## src/design/brs_pkg.sv

```systemverilog
// Shared types, constants and saturation helper for the Burgers Riemann solver pipeline.
package brs_pkg;

  // Number of quotient bits produced by the divider, one per stage.
  localparam int unsigned QUO_BITS = 31;

  localparam logic signed [31:0] S32_MAX = 32'sh7FFF_FFFF;
  localparam logic signed [31:0] S32_MIN = 32'sh8000_0000;

  // Per-item context that travels alongside the divider.
  typedef struct packed {
    logic               roe;
    logic [31:0]        amax;
    logic signed [32:0] diff;
    logic signed [31:0] avg;
    logic signed [31:0] jump;
  } brs_ctx_t;

  // Partial remainder, remaining numerator bits and quotient so far.
  typedef struct packed {
    logic                neg;
    logic [31:0]         rem;
    logic [QUO_BITS-1:0] num_lo;
    logic [QUO_BITS-1:0] quo;
  } brs_div_t;

  typedef struct packed {
    logic signed [31:0] val;
    logic               clip;
  } brs_sat_t;

  typedef struct packed {
    logic signed [31:0] wave_left;
    logic signed [31:0] wave_right;
    logic signed [31:0] speed_left;
    logic signed [31:0] speed_right;
    logic signed [31:0] left_fluctuation;
    logic signed [31:0] right_fluctuation;
    logic signed [31:0] returned_speed;
    logic               saturated;
  } brs_res_t;

  function automatic brs_sat_t brs_sat32(input logic signed [63:0] v);
    brs_sat_t r;
    logic     hi;
    logic     lo;
    hi = ~v[63] & (|v[62:31]);
    lo = v[63] & ~(&v[62:31]);
    r.clip = hi | lo;
    if (hi) begin
      r.val = S32_MAX;
    end else if (lo) begin
      r.val = S32_MIN;
    end else begin
      r.val = v[31:0];
    end
    return r;
  endfunction

endpackage

```

## src/design/brs_prep.sv

```systemverilog
// Front stages: state magnitudes, flux-jump product and divider set-up.
module brs_prep import brs_pkg::*; (
  input  logic               clk,
  input  logic               rst,
  input  logic               adv,
  input  logic               in_valid,
  input  logic signed [31:0] left_state,
  input  logic signed [31:0] right_state,
  input  logic signed [31:0] jump,
  input  logic               mode,
  input  logic               solver_kind,
  output logic               valid_o,
  output brs_ctx_t           ctx_o,
  output brs_div_t           div_o
);

  logic signed [32:0] lx;
  logic signed [32:0] rx;
  logic signed [32:0] al;
  logic signed [32:0] ar;
  logic signed [32:0] sum_c;
  logic signed [32:0] avg_c;
  brs_ctx_t           ctx_c;

  logic               v1;
  brs_ctx_t           ctx1;
  logic signed [32:0] sum1;

  logic               v2;
  brs_ctx_t           ctx2;
  logic signed [63:0] prod2;

  logic [63:0]        mag;

  always_comb begin
    lx    = {left_state[31], left_state};
    rx    = {right_state[31], right_state};
    al    = lx[32] ? -lx : lx;
    ar    = rx[32] ? -rx : rx;
    sum_c = rx + lx;
    avg_c = sum_c >>> 1;
    ctx_c.roe  = solver_kind & mode;
    ctx_c.amax = (al > ar) ? al[31:0] : ar[31:0];
    ctx_c.diff = rx - lx;
    ctx_c.avg  = avg_c[31:0];
    ctx_c.jump = jump;
  end

  // The magnitude of right^2 - left^2 never exceeds 2^62, so 64 bits hold it exactly.
  always_comb begin
    mag = prod2[63] ? -prod2 : prod2;
  end

  always_ff @(posedge clk) begin
    if (rst) begin
      v1      <= 1'b0;
      v2      <= 1'b0;
      valid_o <= 1'b0;
    end else if (adv) begin
      v1      <= in_valid;
      v2      <= v1;
      valid_o <= v2;
    end
  end

  always_ff @(posedge clk) begin
    if (adv) begin
      ctx1         <= ctx_c;
      sum1         <= sum_c;
      ctx2         <= ctx1;
      prod2        <= 64'(ctx1.diff * sum1);
      ctx_o        <= ctx2;
      div_o.neg    <= prod2[63];
      div_o.rem    <= mag[62:QUO_BITS];
      div_o.num_lo <= mag[QUO_BITS-1:0];
      div_o.quo    <= '0;
    end
  end

endmodule

```

## config.mk

```make
export PLATFORM = sky130hd
export DESIGN_NAME = brs_prep
export DESIGN_NICKNAME = d
export VERILOG_FILES = /design/src/design/brs_pkg.sv /design/src/design/brs_prep.sv
export SDC_FILE = /design/constraint.sdc
export NUM_CORES = 2
export LEC_CHECK = 0
export ABC_AREA = 1
export BUFFER_PORTS_ARGS = -buffer_cell sky130_fd_sc_hd__buf_2
export CORE_MARGIN = 5
export CORE_UTILIZATION = 30
export CTS_CLUSTER_SIZE = 40
export DETAILED_ROUTE_END_ITERATION = 7
export MAX_ROUTING_LAYER = met4
export PLACE_DENSITY_LB_ADDON = 0.15
export SYNTH_ARGS = -nofsm -noshare
export SYNTH_HDL_FRONTEND = slang
export SYNTH_SLANG_ARGS = --single-unit
```

## constraint.sdc

```tcl
create_clock -name clk -period 9.3 [get_ports clk]
set_input_delay 1.86 -clock clk [delete_from_list [all_inputs] [get_ports clk]]
set_output_delay 1.86 -clock clk [all_outputs]
set_load 0.005 [all_outputs]
```

==> metrics <==
leading post-synthesis cells by cell area fa_1, edfxtp_1, inv_1; CP Class flop to flop; Max Cap Violations 0; Slew @ Worst Pin 1190 ps; Synth Flop Type edfxtp_1; Rows 171; synth unique cells 54; commonest cells after routing, fill and taps aside inv_1, nand2_1, fa_1; CTS Buf Count 60; starting density of the core 30.2%; ys async rst share 0%; post-CTS sizing 0; Skew-Pair Late Insertion Delay 690 ps; Slew Limit Fails 0; Slew HR 20.6%; clock tree sinks 519; flop2flop setup slack 870 ps; WP data required 9710 ps; synth warn 0; final setup fails 0; hold depth 0; layout cells sized above 1 7.34%; Mapped Area 65500 um2; Synth Area in Compound Gates 3.45%; hold_buf cts 0; RSZ-0062 raised after global routing no; H-tree depth 2; via/cell ratio 4.55; Hold Startpoint ctx1[26]; total routed wirelength 214000 um; Setup crit start kind flop; Adder-Cell Fraction of Synth Area 40.4%; register area 15600 um2; setup tns final 0 ps; Total GRT Usage 19.5%; fmax 0.119 GHz; DRC violations left 0; DRT Pass-1 Iters 6; reg-to-reg startpoint ctx1[86]; footprint of the multi-input gates 41000 um2; Final nets 9205; Die Ht 477 um; gr ovfl total 0; status finished, final reports clean; CTS tree yes; mux cell area share after synthesis 0%; Buffers on Ports 296; P&R area growth vs syn 10.2%; worst hold endpoint ctx2[26]; largest family of logic cells by synthesized area adder cells; sequential share of the synthesized area 23.8%; Worst Hold Class flop to flop; Core ar. 217000 um2; DP HPWL 175000 um; Final ANT Viol Nets 0; largest net degree at the start of global routing 140; Tcrit/Tclk final 90.6%; Reg-to-Reg End prod2[42]; Worst Reg-to-Reg Cells 23; Post-synth EDFFs 516; via count 48072; fraction of synthesized cell area in xor and xnor cells 2.78%; Worst-path clk slew 70 ps; DR WL/cell 20.2 um; initial antenna violation count 6; first-pass GRT wire length 330000 um; vias in the first global route 51810; crit path DAT 8840 ps; critical-path maximum fanout 15; Critical Path End Type flop; Gate Count Post-Synth 7496; simple-gate area share of the yosys netlist 15.7%; DR iter-0 viols 3426; Top Ports 328; chip width 477 um; most common cell after layout, fill and taps aside inv_1; Fillers 22846; Clock Root Buffer clkbuf_16; area leader, netlist fa_1; Die Area 228000 um2; final hold vios 0; Syn Area/Cell 8.74 um2; setup bufs post-CTS 0; clock buffer depth 3; clk_skew 41.4 ps; synthesized flop and latch total 519; Yosys top cell area share 34.5%; Final min period 8430 ps; Final GP Congestion 0.905
[cells in the mapped netlist (16+ instances only)]
master and instances:
o21ai_0 143, ha_1 312, o21bai_1 27, nand4_1 64
fa_1 1127, xor2_1 179, a21oi_1 180, nor3_1 41
o21ai_1 16, inv_1 2031, nor2_1 400, edfxtp_1 516
clkbuf_1 275, nand3_1 187, nand2_1 1781, buf_4 35
xnor2_1 27
[worst max-delay path: stages (launching register included)]
cell and delay [ps]:
edfxtp_1 1140, buf_4 390, nand2_1 110, fa_1 560
fa_1 550, inv_1 50, fa_1 490, fa_1 660
fa_1 460, fa_1 490, fa_1 500, inv_1 60
fa_1 480, inv_1 50, ha_1 410, nand2_1 140
nor2_1 210, inv_1 100, nor3_1 190, inv_1 140
nor2_1 190, nor2_1 60, nand3_1 180, xor2_1 500
[registers in the layout, summed over array words and instances (netlist names)]
name and count:
div_o 64, ctx_o 129, v2 1, v1 1
valid_o 1, ctx1 130, ctx2 130, prod2 63
[final cells by class]
cell class | count | share of cell area [%]
Sequential cell | 519 | 21.6
Antenna cell | 3 | 0.0104
Tap cell | 2854 | 4.95
Clock buffer | 67 | 2.12
Multi-Input combinational cell | 4636 | 56.8
Timing Repair Buffer | 410 | 3.37
Inverter | 2037 | 10.6
Clock inverter | 45 | 0.614
[layer usage]
layer / share of wire (%) / up-vias / track usage, %
li1: - / 22206 / -
met1: 46 / 24467 / 26.7
met2: 47 / 1188 / 31.3
met3: 4.7 / 211 / 2.32
met4: 2.3 / 0 / 3.98
met5: 0 / - / -
[how the worst max path moves through the flow]
stage               startpoint   endpoint  slack (ps)
global route          ctx1[96]  prod2[56]         380
CTS                   ctx1[96]  prod2[56]         860
global placement      ctx1[96]  prod2[56]         890
detailed placement    ctx1[96]  prod2[56]         830
finish                ctx1[86]  prod2[42]         870
floorplan             ctx1[32]  prod2[60]        1850
[kinds of logic after synthesis]
logic type                 count (synthesis)
buffers and inverters                   2372
adders and majority gates               1439
DFF                                      519
AOI/OAI and AO/OA                        410
and+or+nand+nor                         2547
xor gates and xnor gates                 207
other                                      2
[stage by stage]
step | worst slack (ps) | instance area, um2 | cells | hold slack [ps] | util, %
after global placement | 886 | 70200 | 10456 | 400 | 32.3
final | 874 | 72100 | 10571 | 414 | 33.2
after floorplan | 1850 | 65600 | 7527 | 400 | -
after global routing | 383 | 72100 | 10570 | 417 | 33.2
after CTS | 859 | 72100 | 10568 | 415 | 33.2
after detailed placement | 828 | 70200 | 10456 | 405 | 32.3
Power is not shown: default switching activity piles up to over one toggle a cycle in this logic, so the estimate is an artifact.
