--- config.mk ---
export PLATFORM = sky130hd
export DESIGN_NAME = brs_div_stage
export DESIGN_NICKNAME = d
export VERILOG_FILES = /design/src/design/brs_pkg.sv /design/src/design/brs_div_stage.sv
export SDC_FILE = /design/constraint.sdc
export NUM_CORES = 1
export LEC_CHECK = 0
export ABC_AREA = 1
export BUFFER_PORTS_ARGS = -buffer_cell sky130_fd_sc_hd__buf_2
export CAP_MARGIN = 0
export CORE_AREA = 2 2 179 181
export DETAILED_ROUTE_END_ITERATION = 8
export DIE_AREA = 0 0 181 183
export SYNTH_ARGS = -nofsm -noshare
export SYNTH_HDL_FRONTEND = slang
export SYNTH_SLANG_ARGS = --single-unit
--- constraint.sdc ---
create_clock -name clk -period 1.79 [get_ports clk]
set_input_delay 0.0895 -clock clk [delete_from_list [all_inputs] [get_ports clk]]
set_output_delay 0.0895 -clock clk [all_outputs]
set_load 0.05 [all_outputs]
--- src/design/brs_pkg.sv ---
// Shared types, constants and saturation helper for the Burgers Riemann solver pipeline.
package brs_pkg;

  // Number of quotient bits produced by the divider, one per stage.
  localparam int unsigned QUO_BITS = 31;

  localparam logic signed [31:0] S32_MAX = 32'sh7FFF_FFFF;
  localparam logic signed [31:0] S32_MIN = 32'sh8000_0000;

  // Per-item context that travels alongside the divider.
  typedef struct packed {
    logic               roe;
    logic [31:0]        amax;
    logic signed [32:0] diff;
    logic signed [31:0] avg;
    logic signed [31:0] jump;
  } brs_ctx_t;

  // Partial remainder, remaining numerator bits and quotient so far.
  typedef struct packed {
    logic                neg;
    logic [31:0]         rem;
    logic [QUO_BITS-1:0] num_lo;
    logic [QUO_BITS-1:0] quo;
  } brs_div_t;

  typedef struct packed {
    logic signed [31:0] val;
    logic               clip;
  } brs_sat_t;

  typedef struct packed {
    logic signed [31:0] wave_left;
    logic signed [31:0] wave_right;
    logic signed [31:0] speed_left;
    logic signed [31:0] speed_right;
    logic signed [31:0] left_fluctuation;
    logic signed [31:0] right_fluctuation;
    logic signed [31:0] returned_speed;
    logic               saturated;
  } brs_res_t;

  function automatic brs_sat_t brs_sat32(input logic signed [63:0] v);
    brs_sat_t r;
    logic     hi;
    logic     lo;
    hi = ~v[63] & (|v[62:31]);
    lo = v[63] & ~(&v[62:31]);
    r.clip = hi | lo;
    if (hi) begin
      r.val = S32_MAX;
    end else if (lo) begin
      r.val = S32_MIN;
    end else begin
      r.val = v[31:0];
    end
    return r;
  endfunction

endpackage

--- src/design/brs_div_stage.sv ---
// One restoring-division step: a single quotient bit of the flux jump over twice amax.
module brs_div_stage import brs_pkg::*; (
  input  logic     clk,
  input  logic     rst,
  input  logic     adv,
  input  logic     valid_i,
  input  brs_ctx_t ctx_i,
  input  brs_div_t div_i,
  output logic     valid_o,
  output brs_ctx_t ctx_o,
  output brs_div_t div_o
);

  logic [32:0] trial;
  logic [32:0] dvsr;
  logic [32:0] red;
  logic        ge;
  brs_div_t    div_c;

  // The remainder always stays below the divisor, so 32 bits are enough for it.
  always_comb begin
    trial        = {div_i.rem, div_i.num_lo[QUO_BITS-1]};
    dvsr         = {ctx_i.amax, 1'b0};
    red          = trial - dvsr;
    ge           = (trial >= dvsr);
    div_c.neg    = div_i.neg;
    div_c.rem    = ge ? red[31:0] : trial[31:0];
    div_c.num_lo = {div_i.num_lo[QUO_BITS-2:0], 1'b0};
    div_c.quo    = {div_i.quo[QUO_BITS-2:0], ge};
  end

  always_ff @(posedge clk) begin
    if (rst) begin
      valid_o <= 1'b0;
    end else if (adv) begin
      valid_o <= valid_i;
    end
  end

  always_ff @(posedge clk) begin
    if (adv) begin
      ctx_o <= ctx_i;
      div_o <= div_c;
    end
  end

endmodule

==> results of run 1 <==
placed cells by master (no fill, tap or decap), types with 3 or more instances in the layout:
| cell type | count |
|---|---|
| nand4_1 | 7 |
| nand3_2 | 14 |
| xor2_1 | 12 |
| clkbuf_16 | 25 |
| clkinv_2 | 5 |
| dlygate4sd3_1 | 226 |
| a21oi_1 | 15 |
| ha_1 | 31 |
| buf_4 | 118 |
| nor2_1 | 39 |
| nand2_1 | 264 |
| nand2_2 | 5 |
| nor3_1 | 5 |
| clkbuf_1 | 3 |
| nor2_2 | 3 |
| buf_12 | 8 |
| clkinv_1 | 6 |
| buf_2 | 451 |
| clkinvlp_4 | 4 |
| inv_1 | 153 |
| edfxtp_1 | 224 |
| nand3_1 | 67 |
| and2_1 | 4 |
| nand3b_1 | 3 |
registers in the layout (all words and copies together), names as in the netlist:
name	flops
ctx_o	130
valid_o	1
div_o	94
worst max-delay path: stages:
cell,delay (ps)
dlygate4sd3_1,590
buf_12,290
buf_12,260
mux2i_1,210
nor2_1,60
dlygate4sd3_1,550
final cells by class:
type | count | area, um^2
Clock buffer | 28 | 636.9
Clock inverter | 15 | 77.57
Fill cell | 2791 | 14590
Inverter | 155 | 594.3
Multi-Input combinational cell | 486 | 2515
Sequential cell | 225 | 6746
Tap cell | 402 | 503.0
Timing Repair Buffer | 803 | 5565
per-stage QoR:
stage,hold slack (ps),worst slack (ps),util (%)
after global placement,252.0,-249.4,43.73
after floorplan,161.9,-11.38,-
after global routing,186.2,6.918,53.28
after detailed placement,258.5,-320.6,43.73
after CTS,127.0,64.92,53.26
final,154.8,75.57,53.28
worst min path at each step:
| stage | startpoint | endpoint | slack (ps) | cells after the start |
|---|---|---|---|---|
| 2_1_floorplan | rst | valid_o$_SDFFE_PP0P_ | 160 | 1 |
| 3_3_place_gp | rst | valid_o$_SDFFE_PP0P_ | 250 | 2 |
| 3_5_place_dp | rst | valid_o$_SDFFE_PP0P_ | 260 | 2 |
| 4_1_cts | ctx_i[97] | div_o[63]$_DFFE_PP_ | 130 | 5 |
| 5_1_grt | ctx_i[97] | div_o[63]$_DFFE_PP_ | 190 | 5 |
| 6_report | ctx_i[97] | div_o[63]$_DFFE_PP_ | 150 | 5 |
cell families after synthesis:
family	count (synthesis)	synth area share (%)
AO/OA/AOI/OAI	21	1.167
XOR/XNOR	13	1.155
adder cells (fa/ha/maj)	33	4.263
buffers and inverters	165	6.865
flip-flops	225	68.42
multiplexers	1	0.1015
other	1	0.03803
AND/OR/NAND/NOR	417	17.99
where the power goes:
group	switching [mW]	internal, mW
clock	2.03	2.54
combinational	2.90	1.43
sequential	0.132	6.34
total	5.06	10.3
timing repair:
action                     CTS  global route
setup endpoints to repair    0             1
gates resized for setup      0             1
hold buffers               226             0
hold endpoints to repair   249             0
routing by layer:
layer / part of all wire, % / vias to the layer above
met5: 0.077 / -
met4: 3.6 / 4
met1: 38 / 4244
met3: 6.1 / 73
li1: - / 4532
met2: 52 / 332
==> summary.md, run 1 <==
| Metric | Value |
|---|---|
| Syn_area_per_cell | `roughly 11 um^2` |
| Nets | `1958` |
| DP HPWL | `25.80 mm` |
| Setup violators final | `0` |
| Diodes inserted | `0` |
| Most numerous cell in the Yosys netlist | `nand2_1` |
| M1 GR Usage | `22.44%` |
| Core Area | `31230 um^2` |
| Critical Path End Type | `register` |
| Max-slew violations | `0` |
| Crit Path Max Fanout | `46` |
| Die W | `roughly 180 um` |
| CTS Root Cell | `clkbuf_16` |
| Final cell count without fillers | `2114` |
| Synth Net Count | `1138` |
| Worst IR drop on VDD | `0.0007363 V` |
| Yosys reg bits | `approximately 230` |
| H-tree levels | `1` |
| Global-route wire length before repair | `52.29 mm` |
| Instance count of the mapped netlist | `876` |
| Top cells by area, synth | `edfxtp_1 68%, nand2_1 10%, inv_1 5.9%` |
| Post-CTS Repair Setup Buffers | `0` |
| Post-Syn Area | `between 9000 and 10000 um^2` |
| Proportion of netlist area held by the largest area contributor | `between 60% and 70%` |
| Die Area | `33120 um^2` |
| Clk sink count | `225` |
| Remaining Overflow, GRT | `0` |
| Post-route cell area | `16640 um^2` |
| Ys flop type | `edfxtp_1` |
| Die height | `183 um` |
| Post-synthesis sequential area ratio | `approximately two thirds` |
| Critical Path Start Type | `input pin` |
| 1st-iter DRT viols | `between 400 and 500` |
| Vias in the first global route | `9461` |
| Met2 Use GR | `39.22%` |
| Status | `finished, final reports clean` |
| Synthesis Warnings | `0` |
| Area Overhead vs Synth | `68.74%` |
| R2R Path Start | `valid_o$_SDFFE_PP0P_` |
| Placed Area | `13660 um^2` |
| Max capacitance violation total | `0` |
| Residual DRC count | `0` |
| R2R Path End | `valid_o$_SDFFE_PP0P_` |
| R2R setup slack | `620 ps` |
| Initial Utilization | `a little under a third` |
| Critical path data required time | `2180 ps` |
| Total Wirelength | `35.28 mm` |
| GRT Util Overall | `20.50%` |
| Clock transition at path regs | `60 ps` |
| Synth top cells by count | `267 x nand2_1, 224 x edfxtp_1, 155 x inv_1, 78 x nand3_1, 39 x nor2_1` |
| Longest Clk Path Bufs | `3` |
| DR vias/cell | `4.345` |
| Worst Skew | `0 ps` |
| Final Power | `15.37 mW` |
| Routability cong. | `0.9152` |
| Placed cells | `1845` |
| Post-DR wirelength/cell | `16.69 um` |
| Antenna violations before repair | `2` |
| Skew-Pair Late Insertion Delay | `510 ps` |
| Share of cells above drive strength 1 | `37.44%` |
| CTS tree | `built` |
| Fmax | `0.5833 GHz` |
| Pwr Density | `923.6 nW/um^2` |
| Final critical-path share of the clock period | `95.78%` |
| Fin. Hold Viols | `0` |
| Register-to-Register Path Depth | `3` |
| Leading area contributor after synthesis | `edfxtp_1` |
| Synth unique cells | `31` |
| Kind of critical path | `input pin to register` |
| Shortest period the worst path allows | `1714 ps` |
| Async S/R FF share, synth | `0%` |
| Worst setup path start | `adv` |
| Most Crowded Layer GR | `met2` |
| Port buffer count | `452` |
| Number of routed nets with antenna violations | `0` |
| Vias | `around 9200` |
| Crit path capture | `valid_o$_SDFFE_PP0P_` |
| Row Count | `65` |
| Data arrival, critical path | `2110 ps` |
| Pin count of the biggest net entering global routing | `47` |
| DRT Pass-1 Iters | `5` |
| Grt met3 use | `4.051%` |
| IO Count | `455` |
| Total CTS buffers | `25` |
| Post-synth EDFFs | `224` |
| RSZ-0062 raised after global routing | `false` |
| Setup TNS | `0 ps` |
| Hold WC Path Type | `input pin to register` |
| Leakage | `8.086 nW` |
Note: power is estimated with default switching activity, not from simulation.
==> run 2, diff against run 1 <==
--- a/config.mk
+++ b/config.mk
@@ -7,7 +7,7 @@
 export LEC_CHECK = 0
 export ABC_AREA = 1
 export BUFFER_PORTS_ARGS = -buffer_cell sky130_fd_sc_hd__buf_2
-export CAP_MARGIN = 0
+export CAP_MARGIN = 20
 export CORE_AREA = 2 2 179 181
 export DETAILED_ROUTE_END_ITERATION = 8
 export DIE_AREA = 0 0 181 183
==> constraint.sdc (replaced) <==
create_clock -name clk -period 1.4 [get_ports clk]
set_input_delay 0.07 -clock clk [delete_from_list [all_inputs] [get_ports clk]]
set_output_delay 0.07 -clock clk [all_outputs]
set_load 0.05 [all_outputs]
==> summary.md, run 2 (same netlist as run 1, synthesis figures left out) <==
| Metric | Value |
|---|---|
| Regs by FF count | `ctx_o x130, div_o x94, valid_o x1` |
| Total CTS buffers | `25 (unchanged)` |
| Total Wirelength | `37.78 mm (+7.1%)` |
| Post-Place Setup Slack | `-663.6 ps (-343.0 ps)` |
| Crit Path Max Fanout | `3 (-93%)` |
| Final design utilization | `57.59% (+4.3 points)` |
| DRT Pass-1 Iters | `7 (+2)` |
| Critical Path End Type | `register` |
| Setup violators final | `1 (+1)` |
| Fin. Hold Viols | `0 (unchanged)` |
| GRT Util Overall | `21.06% (+0.56 points)` |
| Residual DRC count | `0 (unchanged)` |
| Critical Path Start Type | `input pin` |
| Longest Clk Path Bufs | `3 (unchanged)` |
| Routability cong. | `0.8713 (-4.8%)` |
| Max capacitance violation total | `0 (unchanged)` |
| Placed cells | `1858 (+0.70%)` |
| Violated checks | `negative setup slack` |
| Register-to-Register Path Depth | `3 (unchanged)` |
| Antenna violations before repair | `3 (+1)` |
| Hold WC Path Type | `input pin to register` |
| Hold Crit Start | `adv` |
| Area Overhead vs Synth | `82.39%` |
| DP HPWL | `26.25 mm (+1.7%)` |
| Max-slew violations | `0 (unchanged)` |
| Vias in the first global route | `9703 (+2.6%)` |
| DR vias/cell | `4.370 (+0.57%)` |
| R2R Path Start | `valid_o$_SDFFE_PP0P_` |
| Final cell count without fillers | `2151 (+1.8%)` |
| Worst setup path start | `ctx_i[97]` |
| Kind of critical path | `input pin to register` |
| Skew-Pair Late Insertion Delay | `510 ps (about the same)` |
| CTS Root Cell | `clkbuf_16` |
| Fmax | `just over 0.7 GHz` |
| Pin count of the biggest net entering global routing | `37 (-21%)` |
| Clk sink count | `225 (unchanged)` |
| Core Area | `31230 um^2 (unchanged)` |
| Largest register by flop count | `ctx_o` |
| Hold path cells | `2 (-3)` |
| Nets | `1991 (+1.7%)` |
| 1st-iter DRT viols | `597 (+28%)` |
| Row Count | `65 (unchanged)` |
| Final critical-path share of the clock period | `100.5%` |
| Shortest period the worst path allows | `around 1400 ps` |
| Final Worst Setup Slack | `-6.989 ps (-82.56 ps)` |
| Commonest cells after routing, fill and taps aside | `444 x buf_2, 227 x nand2_1, 225 x dlygate4sd3_1, 224 x edfxtp_1, 145 x buf_4` |
| Die W | `181 um (unchanged)` |
| Port buffer count | `452 (unchanged)` |
| Global-route wire length before repair | `53.81 mm (+2.9%)` |
| Share of cells above drive strength 1 | `47.05% (+9.6 points)` |
| Max reg flops | `130 (unchanged)` |
| IO Count | `455 (unchanged)` |
| H-tree levels | `1 (unchanged)` |
| Data arrival, critical path | `1670 ps (-440 ps)` |
| Die Area | `33120 um^2 (unchanged)` |
| Setup TNS | `-6.989 ps (-6.989 ps)` |
| Worst Skew | `0 ps (unchanged)` |
| Vias | `9399 (+2.3%)` |
| Status | `finished with violations` |
| Number of routed nets with antenna violations | `0 (unchanged)` |
| Most common cell after layout, fill and taps aside | `buf_2` |
| Initial Utilization | `31.57% (unchanged)` |
| Remaining Overflow, GRT | `0 (unchanged)` |
| Worst IR drop on VDD | `0.0008796 V (+19%)` |
| Clock transition at path regs | `60 ps (about the same)` |
| RSZ-0062 raised after global routing | `true` |
| Die height | `183 um (unchanged)` |
| CTS tree | `built` |
| Critical path data required time | `1660 ps (-520 ps)` |
| Pwr Density | `1205 nW/um^2 (+31%)` |
| Leakage | `8.479 nW (+4.9%)` |
| Post-DR wirelength/cell | `17.56 um (+5.2%)` |
[run 2: worst paths after layout]
kind / to / slack, ps
setup / recovery: div_o[75]$_DFFE_PP_ / -7
setup reg to reg: valid_o$_SDFFE_PP0P_ / 200
hold / removal: ctx_o[64]$_DFFE_PP_ / 80
hold reg to reg: valid_o$_SDFFE_PP0P_ / 1100
[run 2: routing by layer]
layer | vias up | track usage, % | part of all wire [%]
li1 | 4603 | - | -
met1 | 4382 | 23.88 | 39
met2 | 333 | 38.88 | 52
met3 | 79 | 4.230 | 6.0
met4 | 2 | 8.488 | 3.5
met5 | - | 0 | 0.034
[run 2: critical path: stages]
cell and delay, ps:
buf_4 120, ha_4 160, fa_2 330, inv_2 70
nand2_2 60, nand2_2 80, buf_4 110, nand4_1 90
nand3_2 170, buf_4 140, buf_4 90, xor2_1 50
nand2_1 70, nand2_1 50
[run 2: cell type report]
| type | instances | area [um^2] |
|---|---|---|
| tap | 402 | 503.0 |
| sequential | 225 | 6746 |
| fill | 2620 | 13250 |
| multi-input combinational | 486 | 3302 |
| clock inverter | 15 | 254.0 |
| clock buffer | 30 | 644.4 |
| timing repair buffer | 836 | 5931 |
| antenna | 2 | 5.005 |
| inverter | 155 | 599.3 |
[run 2: metrics by stage]
step           power [mW]  instance area (um^2)  hold slack [ps]
2_1_floorplan       11.57                  9980            142.4
3_3_place_gp        13.43                 13790            229.8
3_5_place_dp        13.48                 13790            235.6
4_1_cts             21.43                 17310            60.13
5_1_grt             22.45                 17980            64.83
6_report            21.68                 17980            76.87
[run 2: power breakdown]
group / internal (mW) / switching (mW) / total (mW)
clock network: 4.57 / 2.65 / 7.22
logic: 2.19 / 4.01 / 6.20
registers: 8.10 / 0.163 / 8.26
total: 14.9 / 6.83 / 21.7
[run 2: repair_timing]
| item | 4_1_cts | 5_1_grt |
|---|---|---|
| setup endpoints to repair | 31 | 32 |
| hold endpoints to repair | 246 | 0 |
| cloned | 2 | 2 |
| resized for setup | 42 | 145 |
| hold buffers | 226 | 0 |
| pin swaps | 6 | 34 |
| setup buffers | 5 | 14 |
==> run 3, diff against run 2 <==
--- a/config.mk
+++ b/config.mk
@@ -8,9 +8,15 @@
 export ABC_AREA = 1
 export BUFFER_PORTS_ARGS = -buffer_cell sky130_fd_sc_hd__buf_2
 export CAP_MARGIN = 20
-export CORE_AREA = 2 2 179 181
+export CELL_PAD_IN_SITES_DETAIL_PLACEMENT = 0
+export CELL_PAD_IN_SITES_GLOBAL_PLACEMENT = 1
+export CORE_ASPECT_RATIO = 1.5
+export CORE_MARGIN = 2
+export CORE_UTILIZATION = 32
 export DETAILED_ROUTE_END_ITERATION = 8
-export DIE_AREA = 0 0 181 183
+export GPL_TIMING_DRIVEN = 0
+export HOLD_SLACK_MARGIN = 0.05
+export PLACE_DENSITY_LB_ADDON = 0.1
 export SYNTH_ARGS = -nofsm -noshare
 export SYNTH_HDL_FRONTEND = slang
 export SYNTH_SLANG_ARGS = --single-unit
==> summary.md, run 3 (same netlist as run 1, synthesis figures left out) <==
| Metric | Value |
|---|---|
| Critical Path Start Type | `input pin` |
| Longest Clk Path Bufs | `3 (unchanged)` |
| Final critical-path share of the clock period | `104.0% (+3.5 points)` |
| Total Wirelength | `38.55 mm (+2.1%)` |
| Skew-Pair Late Insertion Delay | `520 ps (about the same)` |
| Die height | `219.0 um (+20%)` |
| CTS Root Cell | `clkbuf_16` |
| Commonest cells after routing, fill and taps aside | `446 x buf_2, 225 x dlygate4sd3_1, 224 x edfxtp_1, 201 x nand2_1, 124 x inv_1` |
| Pin count of the biggest net entering global routing | `128 (+250%)` |
| Post-Place Setup Slack | `-1050 ps (-386.6 ps)` |
| Total CTS buffers | `23 (-8.0%)` |
| Worst Path Buf+Inv | `5 (unchanged)` |
| IO Count | `455 (unchanged)` |
| Slew @ Worst Pin | `805.1 ps` |
| GRT Util Overall | `22.67% (+1.6 points)` |
| Max reg flops | `130 (unchanged)` |
| Share of cells above drive strength 1 | `44.81% (-2.2 points)` |
| Row Count | `78 (+20%)` |
| Vias in the first global route | `9174 (-5.5%)` |
| Vias | `8959 (-4.7%)` |
| Global-route wire length before repair | `54.41 mm (+1.1%)` |
| Remaining Overflow, GRT | `0 (unchanged)` |
| Shortest period the worst path allows | `1456 ps (+48.57 ps)` |
| Cell Chain, Critical Path | `buf_2, ha_4, buf_12, nand2_8, nor2_4, nand2_4, nor2_4, nand3_2, nand3_2, inv_2, buf_12, buf_12, nand3_2, nand2_2` |
| Die Area | `32260 um^2 (-2.6%)` |
| Number of routed nets with antenna violations | `0 (unchanged)` |
| Max-slew violations | `0 (unchanged)` |
| DRT Pass-1 Iters | `5 (-2)` |
| Residual DRC count | `0 (unchanged)` |
| Cell family with most CP delay | `simple AND/OR/NAND/NOR gates` |
| Max capacitance violation total | `0 (unchanged)` |
| Antenna violations before repair | `5 (+2)` |
| Die W | `147.3 um (-19%)` |
| Violated checks | `negative setup slack` |
| Nets | `1884 (-5.4%)` |
| H-tree levels | `1 (unchanged)` |
| Hold Crit Start | `adv` |
| Data arrival, critical path | `1720 ps (+50 ps)` |
| Most common cell after layout, fill and taps aside | `buf_2` |
| Hold_ws | `44.91 ps (-31.96 ps)` |
| Fin. Hold Viols | `0 (unchanged)` |
| Slowest Stage Delay on Critical Path | `310 ps (-20 ps)` |
| Crit Path Max Fanout | `7 (+4)` |
| Fmax | `0.6870 GHz (-3.3%)` |
| Hold WC Path Type | `input pin to register` |
| Initial Utilization | `32.59% (+1.0 points)` |
| Worst IR drop on VDD | `0.0007878 V (-10%)` |
| DR vias/cell | `4.387 (+0.41%)` |
| Max_slew headroom | `about 46%` |
| Final Worst Setup Slack | `-55.56 ps (-48.57 ps)` |
| R2R Path Start | `valid_o$_SDFFE_PP0P_` |
| Setup violators final | `15 (+14)` |
| Regs by FF count | `ctx_o x130, div_o x94, valid_o x1` |
| Kind of critical path | `input pin to register` |
| 1st-iter DRT viols | `344 (-42%)` |
| Port buffer count | `452 (unchanged)` |
| Area of the multi-input gates | `3373 um^2 (+2.2%)` |
| Post-DR wirelength/cell | `18.88 um (+7.5%)` |
| Leakage | `7.992 nW (-5.7%)` |
| Area Overhead vs Synth | `74.70%` |
| Critical Path End Type | `register` |
| Critical path data required time | `1660 ps (about the same)` |
| Clock transition at path regs | `60 ps (about the same)` |
| CTS tree | `built` |
| Fill count | `2742 (+4.7%)` |
| Setup TNS | `-225.7 ps (-218.7 ps)` |
| RSZ-0062 raised after global routing | `true` |
| Core Area | `30250 um^2 (-3.1%)` |
| Largest register by flop count | `ctx_o` |
| Critical-path top delay cell | `ha_4` |
| Status | `finished with violations` |
| DP HPWL | `28.30 mm (+7.8%)` |
| FF/Latch Area | `6746 um^2 (unchanged)` |
| Routability cong. | `0.8999 (+3.3%)` |
| Clk sink count | `225 (unchanged)` |
| Worst Skew | `0 ps (unchanged)` |
| Pwr Density | `1207 nW/um^2 (+0.11%)` |
| Worst setup path start | `div_i[82]` |
## run 3: cell types whose count changed in the layout (fill, tap and decap cells not counted), sizes merged
cell    change
buf       -107
bufinv      -2
clkbuf      -2
diode       +2
bufbuf      +1
inv         +1
## run 3: per-layer routing
layer | GRT usage (%) | share of wire (%)
met1 | 24.75 | 37
met2 | 44.39 | 55
met4 | 7.019 | 2.8
met5 | 0 | 0.034
met3 | 3.638 | 5.0
## run 3: cell type report
cell class / instances / share of cell area, %
Buffer: 10 / 0.9006
Antenna cell: 4 / 0.05811
Inverter: 155 / 3.479
Clock inverter: 14 / 1.191
Tap cell: 400 / 2.905
Multi-Input combinational cell: 486 / 19.58
Clock buffer: 27 / 3.428
Sequential cell: 225 / 39.16
Timing Repair Buffer: 721 / 29.29
## run 3: report_power, final
part / total, mW / switching [mW] / internal, mW
combinational: 5.99 / 4.02 / 1.98
sequential: 8.24 / 0.138 / 8.10
clock: 6.56 / 2.60 / 3.95
total: 20.8 / 6.76 / 14.0
## run 3: through the flow
| step | std cells | util, % | area [um^2] | power (mW) |
|---|---|---|---|---|
| 2_1_floorplan | 876 | - | 9980 | 11.57 |
| 3_3_place_gp | 1728 | 42.12 | 12740 | 13.12 |
| 3_5_place_dp | 1729 | 42.24 | 12780 | 13.11 |
| 4_1_cts | 2026 | 55.55 | 16810 | 20.75 |
| 5_1_grt | 2041 | 56.93 | 17220 | 21.58 |
| 6_report | 2042 | 56.94 | 17230 | 20.79 |
## run 3: worst reg2reg max path, cell delays in order (launching register included)
cell	delay, ps
dfxtp_1	310
mux2i_1	140
nor2_1	50
dlygate4sd3_1	550
## run 3: repair_timing
action,4_1_cts,5_1_grt
pin swaps,22,30
hold endpoints to repair,224,0
gates resized for setup,137,97
setup buffers,28,11
hold buffers,225,0
cloned,3,1
setup endpoints to repair,32,32
## run 3: final timing paths
check / endpoint / slack [ps] / cells after the start
worst max-delay path: div_o[70]$_DFFE_PP_ / -60 / 14
worst min-delay path: ctx_o[124]$_DFFE_PP_ / 40 / 1
worst max register to register: valid_o$_SDFFE_PP0P_ / 230 / 3
worst min register to register: valid_o$_SDFFE_PP0P_ / 1070 / 3
